$ cat src/rtl/timer_min_heap_queue_defines.svh
// Assertion macros for the timer heap queue.
// Included by the top level; no other dependencies.
`ifndef TIMER_MIN_HEAP_QUEUE_DEFINES_SVH
`define TIMER_MIN_HEAP_QUEUE_DEFINES_SVH
`ifndef NO_ASSERTIONS
`define TMHQ_ASSERT_SAME(lbl, ante, cons) lbl: assert property (@(posedge clock) \
   disable iff (reset) (ante) |-> (cons)) else $error("tmhq assertion failed");
`define TMHQ_ASSERT_NEXT(lbl, ante, cons) lbl: assert property (@(posedge clock) \
   disable iff (reset) (ante) |=> (cons)) else $error("tmhq assertion failed");
`else
`define TMHQ_ASSERT_SAME(lbl, ante, cons)
`define TMHQ_ASSERT_NEXT(lbl, ante, cons)
`endif
`endif

$ cat src/rtl/tmhq_ram.sv
// Generic single-write, single-read RAM with registered read data.
// No dependencies.
`timescale 1ns / 1ps
module tmhq_ram #(
   parameter int WIDTH = 8,
   parameter int DEPTH = 16
) (
   input  logic                     clock,
   input  logic                     we,
   input  logic [$clog2(DEPTH)-1:0] waddr,
   input  logic [WIDTH-1:0]         wdata,
   input  logic [$clog2(DEPTH)-1:0] raddr,
   output logic [WIDTH-1:0]         rdata
);
   logic [WIDTH-1:0] mem [DEPTH];

   always_ff @(posedge clock) begin
      if (we) begin
         mem[waddr] <= wdata;
      end
      rdata <= mem[raddr];
   end
endmodule
$ cat config.mk
export PLATFORM = sky130hd
export DESIGN_NAME = tmhq_ram
export DESIGN_NICKNAME = d
export VERILOG_FILES = /design/src/rtl/timer_min_heap_queue_defines.svh /design/src/rtl/tmhq_ram.sv
export SDC_FILE = /design/constraint.sdc
export NUM_CORES = 1
export LEC_CHECK = 0
export BUFFER_PORTS_ARGS = -buffer_cell sky130_fd_sc_hd__buf_2
export CORE_MARGIN = 1.5
export CORE_UTILIZATION = 54
export DETAILED_ROUTE_END_ITERATION = 10
export PLACE_DENSITY_LB_ADDON = 0.3
export SETUP_SLACK_MARGIN = 0.2
export SLEW_MARGIN = 10
export SYNTH_ARGS = -nofsm -noshare
export SYNTH_HDL_FRONTEND = slang
export SYNTH_SLANG_ARGS = --single-unit
$ cat constraint.sdc
create_clock -name clock -period 1.6 [get_ports clock]
set_input_delay 0.08 -clock clock [delete_from_list [all_inputs] [get_ports clock]]
set_output_delay 0.08 -clock clock [all_outputs]
set_load 0.005 [all_outputs]
==> results_dict.tcl <==
set metrics [dict create \
    fin_crit_sh 0.851 \
    clock-root-buffer "clkbuf_8" \
    r2r_slack_ps 240 \
    worstPathArrival_ps 1750 \
    ff2ff_path_depth 3 \
    first_pass_iters 4 \
    place_congestion 0.723 \
    maxCapViolations 0 \
    gr-total-overflow 0 \
    synth.largest_area_cell "edfxtp_1" \
    core_mm2 0.00924 \
    cts.sinks 136 \
    ys_types 19 \
    crit_type "reg2reg" \
    worst_slack_ps 238 \
    syn_avg_cell_area_um2 22.5 \
    clkTransAtPathRegs_ps 60 \
    post_drt_wl_per_cell_um 22.0 \
    relSlewSlack 0.708 \
    grt_pass1_wl_mm 14.9 \
    end_kind "flop" \
    htreeDepth 4 \
    period_needed_ps 1360 \
    die_area_mm2 0.0101 \
    placedCellCount 396 \
    die_w_um 101 \
    hold_viol_final 0 \
    syn_nets 247 \
    ir_worst_vdd_v 0.000924 \
    initial_utilization 0.557 \
    finalSetupTns_ps 0 \
    p_leak_nw 2.16 \
    skew_ps 8.22 \
    syn_to_final_growth_pct 21.9 \
    drc 0 \
    slew_violations 0 \
    antenna_cells 0 \
    cts_tree "done" \
    power_mw 8.27 \
    grt_usage 0.213 \
    ys_ff_latch 136 \
    route.met2.wl_mm 4.72 \
    post-place-ws_ps 114 \
    drive_above_1_share 0.332 \
    clock_path_buffers 2 \
    routed_via_density 5.62 \
    worst_pin_slew_ps 438 \
    drt_iter0_drc 194 \
    grt_max_degree 17 \
    wl_met3_um 772 \
    cts_setup_buffers 0 \
    synth_area_mm2 0.00515 \
    holdPathEnd "mem[0][7]" \
    routed_wl_mm 9.59 \
    worstSetupStartpointType "flop" \
    nets 312 \
    top_layer "met4" \
    vias 2452 \
    io_pins 26 \
    status "finished clean" \
    syn-instance-count 229 \
    worstPathMaxFanout 1 \
    yosys.area.top_type_share 0.747 \
    whs_path_depth 3 \
    grt_pass1_vias 2577 \
    fin_hold_ws_ps 143 \
    fmax_ghz 0.734 \
    rsz0062_at_grt "no" \
    io_buffers 25 \
    rows 35 \
    antenna_found_initial 0 \
    hp-class "in2reg" \
    required_ps 1990 \
    finalSetupViolations 0 \
    ys_seq_area_frac 0.778 \
    drtAntennaViolNets 0 \
    powerDensity_mw_per_mm2 1320 \
    wl_met1_mm 4.05 \
    clk_latency_ps 510 \
    hpwl_mm 5.88 \
    r2r-end "rdata[7]" \
    synthTopCellsByArea "edfxtp_1 75%, mux4_2 7.9%, mux4_1 7.1%" \
    r2r_start "mem[3][7]" \
    finalNonFillerCells 436 \
    die_h_um 101 \
    cts_made_buffers 17 \
    synth_warnings 0 \
    hold_start "waddr[1]" \
]
==> cell families (layout without fill, tap and decap cells) <==
logic type / Yosys count / after routing / share of synthesized area
AOI/OAI and AO/OA: 16 / 16 / 0.0233
buffers and inverters: 10 / 88 / 0.0168
DFF: 136 / 136 / 0.778
muxes: 32 / 32 / 0.150
and+or+nand+nor: 35 / 35 / 0.0318
==> power by group <==
part           switching [mW]  internal, mW  leakage (nW)
clock network            1.43          2.43         0.289
registers              0.0194          3.98          1.22
logic                   0.213         0.187         0.646
total                    1.67          6.60          2.16
==> cells in the final DEF, fill, tap and decap left out, drive strengths merged <==
cell	Yosys	routed
a22oi	16	16
and2	1	1
and2b	1	1
buf	7	48
bufinv	0	3
clkbuf	0	19
clkinv	0	6
clkinvlp	0	2
dfxtp	8	8
dlygate4sd3	0	8
edfxtp	128	128
inv	0	2
mux4	32	32
nand2	9	9
nand2b	2	2
nand3	1	1
nand3b	2	2
nor2	13	13
nor2b	1	1
nor3	4	4
or3b	1	1
==> layout make-up <==
type,instances,area (um2)
Sequential cell,136,4000
Fill cell,571,2970
Timing Repair Buffer,56,428
Tap cell,129,161
Clock inverter,13,171
Multi-Input combinational cell,83,1080
Clock buffer,19,432
==> repair_timing <==
| action | CTS | global route |
|---|---|---|
| endpoints found under the hold margin | 128 | 0 |
| gates resized for setup | 0 | 3 |
| hold buffers | 8 | 0 |
| setup endpoints to repair | 0 | 3 |
==> per-stage QoR <==
step | cell area (um2) | util
finish | 6270 | 0.679
floorplan | 5150 | -
detailed placement | 5580 | 0.603
global route | 6270 | 0.679
CTS | 6260 | 0.677
global placement | 5580 | 0.603
==> critical path, stage by stage (launching register included) <==
cell and delay [ps]:
edfxtp_1 370, mux4_2 470, a22oi_1 300, nand2_1 90
==> cell usage after synthesis <==
cell type,n
edfxtp_1,128
mux4_2,18
a22oi_1,16
mux4_1,14
nor2_1,13
nand2_1,9
dfxtp_1,8
nor3_1,4
buf_2,3
buf_6,3
clkdlybuf4s25_2,3
nand2b_1,2
nand3b_1,2
and2_1,1
and2b_1,1
buf_4,1
nand3_1,1
nor2b_1,1
or3b_2,1
==> state kept, by name, summed over array words and instances, names as in the netlist <==
register  cells
rdata         8
mem         128
==> routing by layer <==
metal | GRT usage | vias to the layer above
met3 | 0.0603 | 4
met1 | 0.307 | 1236
li1 | - | 1105
met5 | 0 | -
met2 | 0.315 | 107
met4 | 0.0802 | 0
==> worst max-delay path by stage <==
stage	startpoint	end	slack, ps
3_5_place_dp	raddr[0]	rdata[3]	110
2_1_floorplan	waddr[2]	mem[3][0]	250
5_1_grt	mem[1][5]	rdata[5]	200
4_1_cts	mem[1][0]	rdata[0]	230
3_3_place_gp	raddr[0]	rdata[3]	100
6_report	mem[3][7]	rdata[7]	240
Power figures use the tool's default switching activity.
